[src/rtl/core/ppis_pkg.sv]
// ----------------------------------------------------------------------------
// ppis_pkg
// Shared types and constants of the positional PID unit with integral
// separation: register indexes, port widths and the configuration record.
// ----------------------------------------------------------------------------
package ppis_pkg;

  localparam int SAMPLE_WIDTH_DEF   = 16;
  localparam int INTEGRAL_WIDTH_DEF = 25;

  localparam int CFG_IDX_W  = 3;
  localparam int CFG_DATA_W = 24;
  localparam int GAIN_W     = 16;
  localparam int ILIM_W     = 24;
  localparam int OLIM_W     = 15;
  localparam int THR_W      = 16;
  localparam int DRIVE_W    = 16;
  localparam int FRAC_BITS  = 8;

  localparam logic [CFG_IDX_W-1:0] REG_GAIN_P         = 3'd0;
  localparam logic [CFG_IDX_W-1:0] REG_GAIN_I         = 3'd1;
  localparam logic [CFG_IDX_W-1:0] REG_GAIN_D         = 3'd2;
  localparam logic [CFG_IDX_W-1:0] REG_INTEGRAL_LIMIT = 3'd3;
  localparam logic [CFG_IDX_W-1:0] REG_OUTPUT_LIMIT   = 3'd4;
  localparam logic [CFG_IDX_W-1:0] REG_SEP_ENABLE     = 3'd5;
  localparam logic [CFG_IDX_W-1:0] REG_SEP_THRESHOLD  = 3'd6;

  typedef struct packed {
    logic [GAIN_W-1:0] gain_p;
    logic [GAIN_W-1:0] gain_i;
    logic [GAIN_W-1:0] gain_d;
    logic [ILIM_W-1:0] integral_limit;
    logic [OLIM_W-1:0] output_limit;
    logic              sep_enable;
    logic [THR_W-1:0]  sep_threshold;
  } ppis_cfg_t;

endpackage

[src/rtl/core/ppis_cfg_regs.sv]
// ----------------------------------------------------------------------------
// ppis_cfg_regs
// Configuration register file: one write per cycle, no read-back; writes
// to an index past the register list are dropped.
// ----------------------------------------------------------------------------
module ppis_cfg_regs (
  input  logic                           clk,
  input  logic                           rst_n,
  input  logic                           cfg_we,
  input  logic [ppis_pkg::CFG_IDX_W-1:0]  cfg_index,
  input  logic [ppis_pkg::CFG_DATA_W-1:0] cfg_wdata,
  output ppis_pkg::ppis_cfg_t             cfg
);
  import ppis_pkg::*;

  ppis_cfg_t cfg_r;
  ppis_cfg_t cfg_nxt;

  always_comb begin
    cfg_nxt = cfg_r;
    if (cfg_we) begin
      unique case (cfg_index)
        REG_GAIN_P:         cfg_nxt.gain_p         = cfg_wdata[GAIN_W-1:0];
        REG_GAIN_I:         cfg_nxt.gain_i         = cfg_wdata[GAIN_W-1:0];
        REG_GAIN_D:         cfg_nxt.gain_d         = cfg_wdata[GAIN_W-1:0];
        REG_INTEGRAL_LIMIT: cfg_nxt.integral_limit = cfg_wdata[ILIM_W-1:0];
        REG_OUTPUT_LIMIT:   cfg_nxt.output_limit   = cfg_wdata[OLIM_W-1:0];
        REG_SEP_ENABLE:     cfg_nxt.sep_enable     = cfg_wdata[0];
        REG_SEP_THRESHOLD:  cfg_nxt.sep_threshold  = cfg_wdata[THR_W-1:0];
        default:            cfg_nxt = cfg_r;
      endcase
    end
  end

  always_ff @(posedge clk) begin
    if (!rst_n) begin
      cfg_r <= '0;
    end else begin
      cfg_r <= cfg_nxt;
    end
  end

  assign cfg = cfg_r;

endmodule

[src/rtl/core/ppis_integrator.sv]
// ----------------------------------------------------------------------------
// ppis_integrator
// Error, derivative difference and the next integral value: separation
// test, accumulate and symmetric clamp against the saturated limit.
// ----------------------------------------------------------------------------
module ppis_integrator #(
  parameter int SAMPLE_WIDTH   = ppis_pkg::SAMPLE_WIDTH_DEF,
  parameter int INTEGRAL_WIDTH = ppis_pkg::INTEGRAL_WIDTH_DEF
) (
  input  logic signed [SAMPLE_WIDTH-1:0]   setpoint,
  input  logic signed [SAMPLE_WIDTH-1:0]   measured,
  input  logic signed [INTEGRAL_WIDTH-1:0] integral,
  input  logic signed [SAMPLE_WIDTH:0]     prev_error,
  input  ppis_pkg::ppis_cfg_t              cfg,
  output logic signed [SAMPLE_WIDTH:0]     error,
  output logic signed [SAMPLE_WIDTH+1:0]   error_diff,
  output logic signed [INTEGRAL_WIDTH-1:0] integral_nxt
);
  import ppis_pkg::*;

  localparam int EW  = SAMPLE_WIDTH + 1;
  localparam int CW  = (EW > THR_W) ? EW : THR_W;
  localparam int AW0 = ((INTEGRAL_WIDTH > EW) ? INTEGRAL_WIDTH : EW) + 1;
  localparam int AW  = (AW0 > ILIM_W + 1) ? AW0 : ILIM_W + 1;
  localparam logic signed [AW-1:0] IMAX = AW'((65'sd1 <<< (INTEGRAL_WIDTH - 1)) - 65'sd1);

  logic signed [EW-1:0] sp_x;
  logic signed [EW-1:0] ms_x;
  logic        [EW-1:0] mag;
  logic                 sep_clear;
  logic signed [AW-1:0] acc;
  logic signed [AW-1:0] lim_x;
  logic signed [AW-1:0] ilim;
  logic signed [AW-1:0] acc_clamped;

  assign sp_x  = EW'(setpoint);
  assign ms_x  = EW'(measured);
  assign error = sp_x - ms_x;
  assign mag   = error[EW-1] ? EW'(-error) : EW'(error);

  assign sep_clear = cfg.sep_enable && (CW'(mag) >= CW'(cfg.sep_threshold));

  assign acc   = AW'(integral) + AW'(error);
  assign lim_x = AW'($signed({1'b0, cfg.integral_limit}));
  // limit saturates at the largest value the integral can hold
  assign ilim  = (lim_x > IMAX) ? IMAX : lim_x;

  always_comb begin
    priority if (sep_clear) begin
      acc_clamped = '0;
    end else if (acc > ilim) begin
      acc_clamped = ilim;
    end else if (acc < -ilim) begin
      acc_clamped = -ilim;
    end else begin
      acc_clamped = acc;
    end
  end

  assign integral_nxt = INTEGRAL_WIDTH'(acc_clamped);
  assign error_diff   = (EW+1)'(error) - (EW+1)'(prev_error);

endmodule

[src/rtl/core/positional_pid_integral_separation_unit.sv]
// ----------------------------------------------------------------------------
// positional_pid_integral_separation_unit
// Positional PID controller with optional integral separation.
// ----------------------------------------------------------------------------
// Usage:
//   Input channel (in_valid/in_ready) carries one request of setpoint and
//   measured sample; the result channel (out_valid/out_ready) returns the
//   clamped drive and a flag that the output clamp acted, one per request,
//   in order.
//   Configuration is written through cfg_we/cfg_index/cfg_wdata while no
//   request is in flight; each write takes effect at the next edge.
//   From acceptance to out_valid, the accepting edge loads the input register,
//   then the error and integral update, the three gain multiplies, and sum
//   and clamp into the output register are each registered in turn.
//   Throughput is one request per cycle while out_ready is high; the single
//   pass that updates the integral and previous error sets it.
//   When out_ready is low the pipeline fills behind the held result and
//   in_ready drops once all four stages are occupied; bubbles are squeezed
//   out so up to four requests stay accepted during a stall.
//   Synchronous reset clears the configuration registers, the integral and
//   the previous error, and empties the pipeline; stage data is not reset.
// ----------------------------------------------------------------------------
module positional_pid_integral_separation_unit #(
  parameter int SAMPLE_WIDTH   = ppis_pkg::SAMPLE_WIDTH_DEF,
  parameter int INTEGRAL_WIDTH = ppis_pkg::INTEGRAL_WIDTH_DEF
) (
  input  logic                                clk,
  input  logic                                rst_n,
  input  logic                                cfg_we,
  input  logic [ppis_pkg::CFG_IDX_W-1:0]       cfg_index,
  input  logic [ppis_pkg::CFG_DATA_W-1:0]      cfg_wdata,
  input  logic                                in_valid,
  output logic                                in_ready,
  input  logic signed [SAMPLE_WIDTH-1:0]       in_setpoint,
  input  logic signed [SAMPLE_WIDTH-1:0]       in_measured,
  output logic                                out_valid,
  input  logic                                out_ready,
  output logic signed [ppis_pkg::DRIVE_W-1:0]  out_drive,
  output logic                                out_drive_clamped
);
  import ppis_pkg::*;

  localparam int EW   = SAMPLE_WIDTH + 1;
  localparam int DW   = SAMPLE_WIDTH + 2;
  localparam int PPW  = EW + GAIN_W;
  localparam int PIW  = INTEGRAL_WIDTH + GAIN_W;
  localparam int PDW  = DW + GAIN_W;
  localparam int SPW  = PPW - FRAC_BITS;
  localparam int SIW  = PIW - FRAC_BITS;
  localparam int SDW  = PDW - FRAC_BITS;
  localparam int SMW0 = (SIW > SDW) ? SIW : SDW;
  localparam int SMW  = SMW0 + 2;

  ppis_cfg_t cfg;

  // pipeline control
  logic v0_r, v1_r, v2_r, v3_r;
  logic v0_nxt, v1_nxt, v2_nxt, v3_nxt;
  logic take0, take1, take2, take3;
  logic rdy0, rdy1, rdy2, rdy3;
  logic load0;

  // state
  logic signed [INTEGRAL_WIDTH-1:0] integral_r;
  logic signed [EW-1:0]             prev_err_r;

  // stage payloads
  logic signed [SAMPLE_WIDTH-1:0]   sp0_r, ms0_r;
  logic signed [EW-1:0]             err1_r, err_c;
  logic signed [DW-1:0]             derr1_r, derr_c;
  logic signed [INTEGRAL_WIDTH-1:0] integ1_r, integ_c;
  logic signed [SPW-1:0]            pp2_r;
  logic signed [SIW-1:0]            pi2_r;
  logic signed [SDW-1:0]            pd2_r;
  logic signed [DRIVE_W-1:0]        drive3_r, drive_c;
  logic                             clamped3_r, clamped_c;

  logic signed [GAIN_W-1:0] kp, ki, kd;
  logic signed [PPW-1:0]    prod_p;
  logic signed [PIW-1:0]    prod_i;
  logic signed [PDW-1:0]    prod_d;
  logic signed [SMW-1:0]    sum;
  logic signed [SMW-1:0]    olim;

  ppis_cfg_regs u_cfg (
    .clk       (clk),
    .rst_n     (rst_n),
    .cfg_we    (cfg_we),
    .cfg_index (cfg_index),
    .cfg_wdata (cfg_wdata),
    .cfg       (cfg)
  );

  ppis_integrator #(
    .SAMPLE_WIDTH   (SAMPLE_WIDTH),
    .INTEGRAL_WIDTH (INTEGRAL_WIDTH)
  ) u_integ (
    .setpoint     (sp0_r),
    .measured     (ms0_r),
    .integral     (integral_r),
    .prev_error   (prev_err_r),
    .cfg          (cfg),
    .error        (err_c),
    .error_diff   (derr_c),
    .integral_nxt (integ_c)
  );

  assign take3 = v3_r && out_ready;
  assign rdy3  = !v3_r || take3;
  assign take2 = v2_r && rdy3;
  assign rdy2  = !v2_r || take2;
  assign take1 = v1_r && rdy2;
  assign rdy1  = !v1_r || take1;
  assign take0 = v0_r && rdy1;
  assign rdy0  = !v0_r || take0;
  assign load0 = in_valid && rdy0;

  assign v0_nxt = load0 || (v0_r && !take0);
  assign v1_nxt = take0 || (v1_r && !take1);
  assign v2_nxt = take1 || (v2_r && !take2);
  assign v3_nxt = take2 || (v3_r && !take3);

  assign kp = $signed(cfg.gain_p);
  assign ki = $signed(cfg.gain_i);
  assign kd = $signed(cfg.gain_d);

  assign prod_p = kp * err1_r;
  assign prod_i = ki * integ1_r;
  assign prod_d = kd * derr1_r;

  // arithmetic shift floors each scaled product
  assign sum  = SMW'(pp2_r) + SMW'(pi2_r) + SMW'(pd2_r);
  assign olim = SMW'($signed({1'b0, cfg.output_limit}));

  always_comb begin
    priority if (sum > olim) begin
      drive_c   = DRIVE_W'(olim);
      clamped_c = 1'b1;
    end else if (sum < -olim) begin
      drive_c   = DRIVE_W'(-olim);
      clamped_c = 1'b1;
    end else begin
      drive_c   = DRIVE_W'(sum);
      clamped_c = 1'b0;
    end
  end

  always_ff @(posedge clk) begin
    if (!rst_n) begin
      v0_r       <= 1'b0;
      v1_r       <= 1'b0;
      v2_r       <= 1'b0;
      v3_r       <= 1'b0;
      integral_r <= '0;
      prev_err_r <= '0;
    end else begin
      v0_r <= v0_nxt;
      v1_r <= v1_nxt;
      v2_r <= v2_nxt;
      v3_r <= v3_nxt;
      // advance the loop state as the request leaves the input register
      if (take0) begin
        integral_r <= integ_c;
        prev_err_r <= err_c;
      end
    end
  end

  always_ff @(posedge clk) begin
    if (load0) begin
      sp0_r <= in_setpoint;
      ms0_r <= in_measured;
    end
    if (take0) begin
      err1_r   <= err_c;
      derr1_r  <= derr_c;
      integ1_r <= integ_c;
    end
    if (take1) begin
      pp2_r <= SPW'(prod_p >>> FRAC_BITS);
      pi2_r <= SIW'(prod_i >>> FRAC_BITS);
      pd2_r <= SDW'(prod_d >>> FRAC_BITS);
    end
    if (take2) begin
      drive3_r   <= drive_c;
      clamped3_r <= clamped_c;
    end
  end

  assign in_ready          = rdy0;
  assign out_valid         = v3_r;
  assign out_drive         = drive3_r;
  assign out_drive_clamped = clamped3_r;

  a_reset_empties: assert property (@(posedge clk)
    !rst_n |=> !out_valid && in_ready)
    else $error("pipeline not empty after reset");

  a_full_only_on_stall: assert property (@(posedge clk) disable iff (!rst_n)
    !in_ready |-> v1_r && v2_r && out_valid && !out_ready)
    else $error("input stalled with a free stage");

  a_state_holds: assert property (@(posedge clk) disable iff (!rst_n)
    !take0 |=> $stable(integral_r) && $stable(prev_err_r))
    else $error("loop state moved without a request");

  a_result_from_pipe: assert property (@(posedge clk) disable iff (!rst_n)
    $rose(out_valid) |-> $past(v2_r))
    else $error("result appeared without a request in the multiply stage");

endmodule

[config.mk]
export PLATFORM = sky130hd
export DESIGN_NAME = positional_pid_integral_separation_unit
export DESIGN_NICKNAME = d
export VERILOG_FILES = /design/src/rtl/core/ppis_pkg.sv /design/src/rtl/core/ppis_cfg_regs.sv /design/src/rtl/core/ppis_integrator.sv /design/src/rtl/core/positional_pid_integral_separation_unit.sv
export SDC_FILE = /design/constraint.sdc
export NUM_CORES = 2
export LEC_CHECK = 0
export BUFFER_PORTS_ARGS = -buffer_cell sky130_fd_sc_hd__buf_4
export CAP_MARGIN = 20
export CORE_ASPECT_RATIO = 2
export CORE_MARGIN = 10
export CORE_UTILIZATION = 25
export CTS_BUF_LIST = sky130_fd_sc_hd__clkbuf_8 sky130_fd_sc_hd__clkbuf_16
export DETAILED_ROUTE_END_ITERATION = 16
export PLACE_DENSITY_LB_ADDON = 0.15
export SLEW_MARGIN = 20
export SYNTH_ARGS = -nofsm -noshare
export SYNTH_HDL_FRONTEND = slang
export SYNTH_SLANG_ARGS = --single-unit
export TNS_END_PERCENT = 30
[constraint.sdc]
create_clock -name clk -period 13.25 [get_ports clk]
set_input_delay 1.325 -clock clk [delete_from_list [all_inputs] [get_ports clk]]
set_output_delay 1.325 -clock clk [all_outputs]
set_load 0.02 [all_outputs]
; ---- After elaboration in Yosys (flattened, before gate mapping)
; Index checks and enable logic that the tools add are counted.
[totals]
out_inout_bits = 19
ff_bits = 343
input_bits = 64
elab_cells = 89
[classes]
order_cmp = 6
n_reduce_logical = 34
muxes = 8
add_sub_neg = 8
eq_ne = 6
mul = 3
[ops]
columns = operator, count
row1 = $mux W25, 3
row2 = $mul A16 B25 Y41, 1
row3 = $add A34 B26 Y35, 1
row4 = $gt A35 B16 Y1, 1
row5 = $lt A35 B35 Y1, 1
row6 = $neg A15 Y35, 1
row7 = $add A25 B33 Y34, 1
row8 = $mul A16 B18 Y34, 1
row9 = $mul A16 B17 Y33, 1
row10 = $add A25 B17 Y26, 1
row11 = $gt A26 B25 Y1, 1
row12 = $lt A26 B26 Y1, 1
row13 = $neg A24 Y26, 1
row14 = $gt A24 B24 Y1 const B, 1
row15 = $mux W24, 1
row16 = $sub A17 B17 Y18, 1
row17 = $ge A17 B16 Y1, 1
row18 = $mux W17, 1
row19 = $neg A17 Y17, 1
row20 = $sub A16 B16 Y17, 1
row21 = $mux W16, 1
row22 = $mux W15, 1
row23 = $reduce_and A2 Y1, 7
row24 = $logic_and A1 B1 Y1, 10
row25 = other kinds (7), 24

; ---- Depth between registers and ports, before layout
[depth]
word_depth = 10
ltp_mapped = 32
mapped_depth_nobuf = 29

; ---- Modules after synthesis
; Synthesis repeated with hierarchy kept, for this count alone.
[unflattened]
hier_cells = 6014
hier_area_um2 = 55848.6
[modules_own_cells]
columns = mod, area_per_inst_um2, seq_area_each_um2, n_inst, cells_each
row1 = positional_pid_integral_separation_unit, 45984.1, 6716.4, 1, 4773
row2 = ppis_integrator, 6050.8, 0.0, 1, 871
row3 = ppis_cfg_regs, 3813.7, 2082.0, 1, 370

; ---- Least setup slack after synthesis
; No wires, ideal clock.
[synth_timing]
path_kind = register to register
from = register ms0_r[0]
to = register integ1_r[10] (data pin)
n_path_buf = 4
period_less_slack_ns = 6.733
path_stages_with_launch = 32
setup_slack_ns = 6.517
arrival_time_ns = 6.467
setup_time_ns = 0.266
required_time_ns = 12.984
path_cell_list = edfxtp_1 > ha_1 > fa_1 > nor2b_1 > o211a_1 > o21ai_0 > a21oi_1 > o21a_1 > a21oi_1 > o21ai_1 > inv_1 > clkbuf_1 > ha_1 > and2_0 > clkbuf_1 > nand3_1 > o211ai_1 > nor2_1 > xnor2_1 > ha_1 > a21o_1 > a21o_1 > a21oi_1 > o21ai_0 > a211o_1 > o21ai_0 > nor3b_1 > or3_1 > buf_2 > buf_2 > mux2i_1 > nor2_1
[synth_between]
elab_chain_len = 6
elab_cells_between_ends = 11
classes_between = 3 x add/sub / 3 x order compare / 4 x mux / 1 x reduce/logical
[synth_rtl]
columns = item, line
row1 = from (decl), positional_pid_integral_separation_unit.sv:68  ; logic signed [SAMPLE_WIDTH-1:0] sp0_r, ms0_r;
row2 = from (signal assigned), positional_pid_integral_separation_unit.sv:172  ; ms0_r <= in_measured;
row3 = $sub A16 B16 Y17 *, ppis_integrator.sv:38  ; assign error = sp_x - ms_x;
row4 = net err_c[16], positional_pid_integral_separation_unit.sv:69  ; logic signed [EW-1:0] err1_r, err_c;
row5 = $add A25 B17 Y26 or $neg A17 Y17 (tied branches), "ppis_integrator.sv:43, ppis_integrator.sv:39"
row6 = $lt A26 B26 Y1 or $mux W17 (tied branches), "ppis_integrator.sv:53, ppis_integrator.sv:39"
row7 = $mux W25 or $ge A17 B16 Y1 (tied branches), "ppis_integrator.sv:53, ppis_integrator.sv:41"
row8 = $mux W25 or $logic_and A1 B1 Y1 (tied branches), "ppis_integrator.sv:51, ppis_integrator.sv:41"
row9 = $mux W25 *, ppis_integrator.sv:49  ; priority if (sep_clear) begin
row10 = net integ_c[10], positional_pid_integral_separation_unit.sv:71  ; logic signed [INTEGRAL_WIDTH-1:0] integ1_r, integ_c;
row11 = to (signal assigned), positional_pid_integral_separation_unit.sv:177  ; integ1_r <= integ_c;
row12 = to (decl), positional_pid_integral_separation_unit.sv:71
; Mark *: on every way through the listed nets, which the timed path passes. The rest lies on a longest branch.
; A chain may end at the register's enable or synchronous reset.

; ---- Final worst setup path
[layout_timing]
from = register ms0_r[0]
to = register integ1_r[11] (data pin)
[layout_between]
elab_chain_len = 6
elab_cells_between_ends = 11
classes_between = 3 x add/sub / 3 x order compare / 4 x mux / 1 x reduce/logical
[layout_rtl]
columns = item, line
row1 = $sub A16 B16 Y17 *, ppis_integrator.sv:38
row2 = $add A25 B17 Y26 or $neg A17 Y17 (tied branches), "ppis_integrator.sv:43, ppis_integrator.sv:39"
row3 = $lt A26 B26 Y1 or $mux W17 (tied branches), "ppis_integrator.sv:53, ppis_integrator.sv:39"
row4 = $mux W25 or $ge A17 B16 Y1 (tied branches), "ppis_integrator.sv:53, ppis_integrator.sv:41"
row5 = $mux W25 or $logic_and A1 B1 Y1 (tied branches), "ppis_integrator.sv:51, ppis_integrator.sv:41"
row6 = $mux W25 *, ppis_integrator.sv:49
row7 = net integ_c[11], positional_pid_integral_separation_unit.sv:71
; Marked as above.

==> results.tsv <==
stage	metric	value	unit
drt	vias per inst	4.53	
clocking	Post-CTS Resized	0	
placement	PortBufs	82	
timing	fmax	0.119	GHz
clocking	CTS buffer count	40	
pwr	Comb power frac	56.8	%
pwr	Max VDD drop	0.000111	V
clocking	Clock Latency Late Sink	0.67	ns
critical_path	crit path kind	flip-flop to flip-flop	
timing	RSZ-0062 raised after global routing	no	
yosys	FF+latch count, synth	343	
pwr	NetSw	3.21	mW
critical_path	crit path DAT	8.75	ns
critical_path	critical path startpoint category	flip-flop	
finish	nets	7568	
flow_run	maxcap violations	0	
timing	fin crit share	63.3	%
critical_path	CP max stage cell	ha_1	
global_route	pin count of the biggest net entering global routing	74	
drt	Post-Route WL	203000	um
clocking	H-tree Lvls	2	
critical_path	R2R cell count	28	
clocking	CTS Hold Bufs	0	
finish	filler instances	23700	
drt	ANT nets after route	0	
yosys	async set or reset register ratio after synthesis	0	%
finish	Finished Core Util	27.7	%
min_path	min-delay worst type	flip-flop to flip-flop	
floorplanning	die area	0.243	mm2
floorplanning	Die Y	687	um
yosys	Cell Area, Synth	0.0556	mm2
global_route	Tot GR Track Use	16.8	%
finish	area of the multi-input gates	0.0414	mm2
yosys	post-synthesis cell count	6048	
clocking	Reg clk slew, reported paths	0.07	ns
placement	gpl congestion	0.871	
finish	fin area	0.0612	mm2
timing	endpoints failing hold	0	
yosys	Syn Area/Cell	9.20	um2
floorplanning	Starting Density	25.2	%
yosys	Post-synth EDFFs	193	
timing	Slew Limit Fails	0	
floorplanning	# rows	244	
yosys	Seq/Total Area, Yosys	15.8	%
placement	HPWL Detailed	170000	um
global_route	vias in the first global route	46600	
clocking	Root Buffer	clkbuf_16	
yosys	dominant synthesized flop cell	edfxtp_1	
floorplanning	Core Box Area	0.221	mm2
clocking	clk buf depth	3	
yosys	Area contributors post-synth	fa_1 36%, ha_1 11%, edfxtp_1 10%, inv_1 8.2%, nand2_1 6.2%	
critical_path	critical path required time	13.60	ns
timing	min Tclk post-route	8.39	ns
clocking	post-CTS setup buffers	0	
pwr	Flop pwr share	24.6	%
finish	register area	0.00880	mm2
run_status	status	finished clean	
yosys	Synth Net Count	7574	
critical_path	Slowest Stage Delay on Critical Path	0.57	ns
yosys	synth unique cells	84	
drt	DR WL/cell	22.5	um
pwr	share of total power in the clock network	18.6	%
finish	layout cell share with drive strength beyond 1	4.63	%
timing	Slew headroom	27.3	%
pwr	switch share	48.8	%
pwr	P per Cell Area	107	mW/mm2
yosys	top-area cell type share of the netlist area	35.5	%
drt	DR pass1 iterations	5	
yosys	YS warnings	0	
drt	Detailed Route Iter0 Violations	1897	
timing	Slew @ Worst Pin	1.09	ns
clocking	clk sinks	343	
pwr	Power Internal	3.37	mW
critical_path	largest fanout on the critical path	25	
global_route	first-pass GRT wire length	302000	um
global_route	final global-route overflow total	0	
critical_path	kind of end point of the critical path	flip-flop	
drt	DRC	0	
floorplanning	chip width	354	um
floorplanning	num ports	83	
finish	P&R area growth vs syn	10.1	%
global_route	antenna violations before repair	12	
clocking	CTS tree	yes	
timing	setup_tns	0	ns
timing	final clock skew	0.0597	ns
pwr	Lkg Pwr	27.2	nW
timing	Setup-failing EPs final	0	
yosys	cell taking the most area after synthesis	fa_1	
placement	DP Area	0.0598	mm2
min_path	Min-Delay Path Depth	1	
drt	total number of vias	40900	
-- cells in the final DEF (no fill, tap or decap), types with 25 or more instances in the layout --
master / Yosys / layout
inv_1: 1218 / 1227
edfxtp_1: 193 / 193
a21boi_0: 119 / 119
ha_1: 474 / 474
a211oi_1: 30 / 30
nor2_1: 207 / 206
nand3_1: 49 / 49
and2_1: 355 / 355
fa_1: 988 / 988
xor2_1: 51 / 51
o21a_1: 46 / 46
and3_1: 25 / 25
nor3_1: 82 / 80
xnor2_1: 153 / 153
nor2b_1: 46 / 44
clkbuf_16: 0 / 42
nand2b_1: 53 / 53
a21o_1: 86 / 86
a21oi_1: 154 / 153
dfxtp_1: 150 / 147
o21ai_0: 119 / 119
mux2i_1: 53 / 53
buf_4: 0 / 175
nand4_1: 35 / 35
nand2_1: 916 / 916
-- worst max-delay path: cells and delay by family (launching register included) --
family,cells,cell delay (ns)
xor gates and xnor gates,1,0.50
muxes,1,0.28
buffers and inverters,2,0.95
adders and majority gates,4,1.55
AOI/OAI and AO/OA,12,2.64
and+or+nand+nor,8,1.74
DFF,1,0.37
-- metal layers --
metal	vias up	share of wire (%)	track usage [%]	routed length [um]
met2	640	60	35.7	121000
met5	-	0.011	0	23
met4	4	6.7	9.45	13600
met3	342	2.0	1.04	4000
met1	21100	32	15.2	64300
li1	18700	-	-	-
-- cell families (layout without fill, tap and decap cells) --
kind of cell,after synthesis,after routing,share of synthesized area (%)
AOI/OAI and AO/OA,697,697,8.42
xor gates and xnor gates,204,204,3.21
adders and majority gates,1462,1462,46.2
buffers and inverters,1445,1468,9.80
DFF,343,343,15.8
muxes,60,60,1.10
other,0,3,0
and+or+nand+nor,1837,1837,15.5
-- area by class of cell --
| class | count | area share (%) |
|---|---|---|
| clock inverters | 22 | 0.396 |
| flip-flops and latches | 343 | 14.4 |
| multi-input cells | 4260 | 67.7 |
| inverters | 1222 | 7.49 |
| repair buffers | 175 | 2.15 |
| clock buffers | 49 | 1.87 |
| diodes | 3 | 0.0123 |
| well taps | 2952 | 6.03 |
-- final timing paths --
path	to	startpoint	slack, ns
min reg2reg	out_valid$_SDFF_PN0_	v2_r$_SDFF_PN0_	0.45
min	out_valid$_SDFF_PN0_	v2_r$_SDFF_PN0_	0.45
max reg2reg	integ1_r[11]$_DFFE_PP_	ms0_r[0]$_DFFE_PP_	4.86
max	integ1_r[11]$_DFFE_PP_	ms0_r[0]$_DFFE_PP_	4.86
-- synthesized netlist by cell type (14+ instances only) --
master / number
inv_1: 1218
nand4_1: 35
mux2i_1: 53
o31ai_1: 16
nand3_1: 49
edfxtp_1: 193
a21o_1: 86
o21ai_0: 119
a31oi_1: 22
xnor2_1: 153
ha_1: 474
fa_1: 988
a21boi_0: 119
xor2_1: 51
or3_1: 18
nand2_1: 916
a21oi_1: 154
clkbuf_1: 213
nor4_1: 14
nor3_1: 82
a211oi_1: 30
and3_1: 25
nor2b_1: 46
o21a_1: 46
nor2_1: 207
and2_1: 355
o211ai_1: 17
dfxtp_1: 150
nand2b_1: 53
-- sequential cells by signal (all words and copies together) (netlist names) --
signal             count
derr1_r               18
out_drive_clamped      1
v2_r                   1
integ1_r              25
prev_err_r            17
v0_r                   1
u_cfg.cfg            104
err1_r                17
pp2_r                 25
pi2_r                 33
ms0_r                 16
pd2_r                 26
integral_r            25
v1_r                   1
out_drive             16
sp0_r                 16
out_valid              1
-- stage by stage --
stage,std cells,hold slack [ns],setup slack (ns),power [mW]
6_report,9026,0.450,4.86,6.57
5_1_grt,9024,0.468,3.99,7.08
3_5_place_dp,8952,0.449,4.83,5.44
2_1_floorplan,6048,0.432,6.52,3.92
3_3_place_gp,8952,0.454,5.01,5.43
4_1_cts,9023,0.440,4.73,6.70
-- power groups by stage --
| stage | logic, mW | registers (mW) | clock network (mW) |
|---|---|---|---|
| after global placement | 3.78 | 1.65 | 0 |
| after floorplan | 2.48 | 1.44 | 0 |
| after detailed placement | 3.79 | 1.65 | 0 |
| after CTS | 3.81 | 1.63 | 1.27 |
| final | 3.73 | 1.62 | 1.22 |
| after global routing | 4.16 | 1.63 | 1.29 |
No activity file was read; power rests on OpenSTA's default activity.
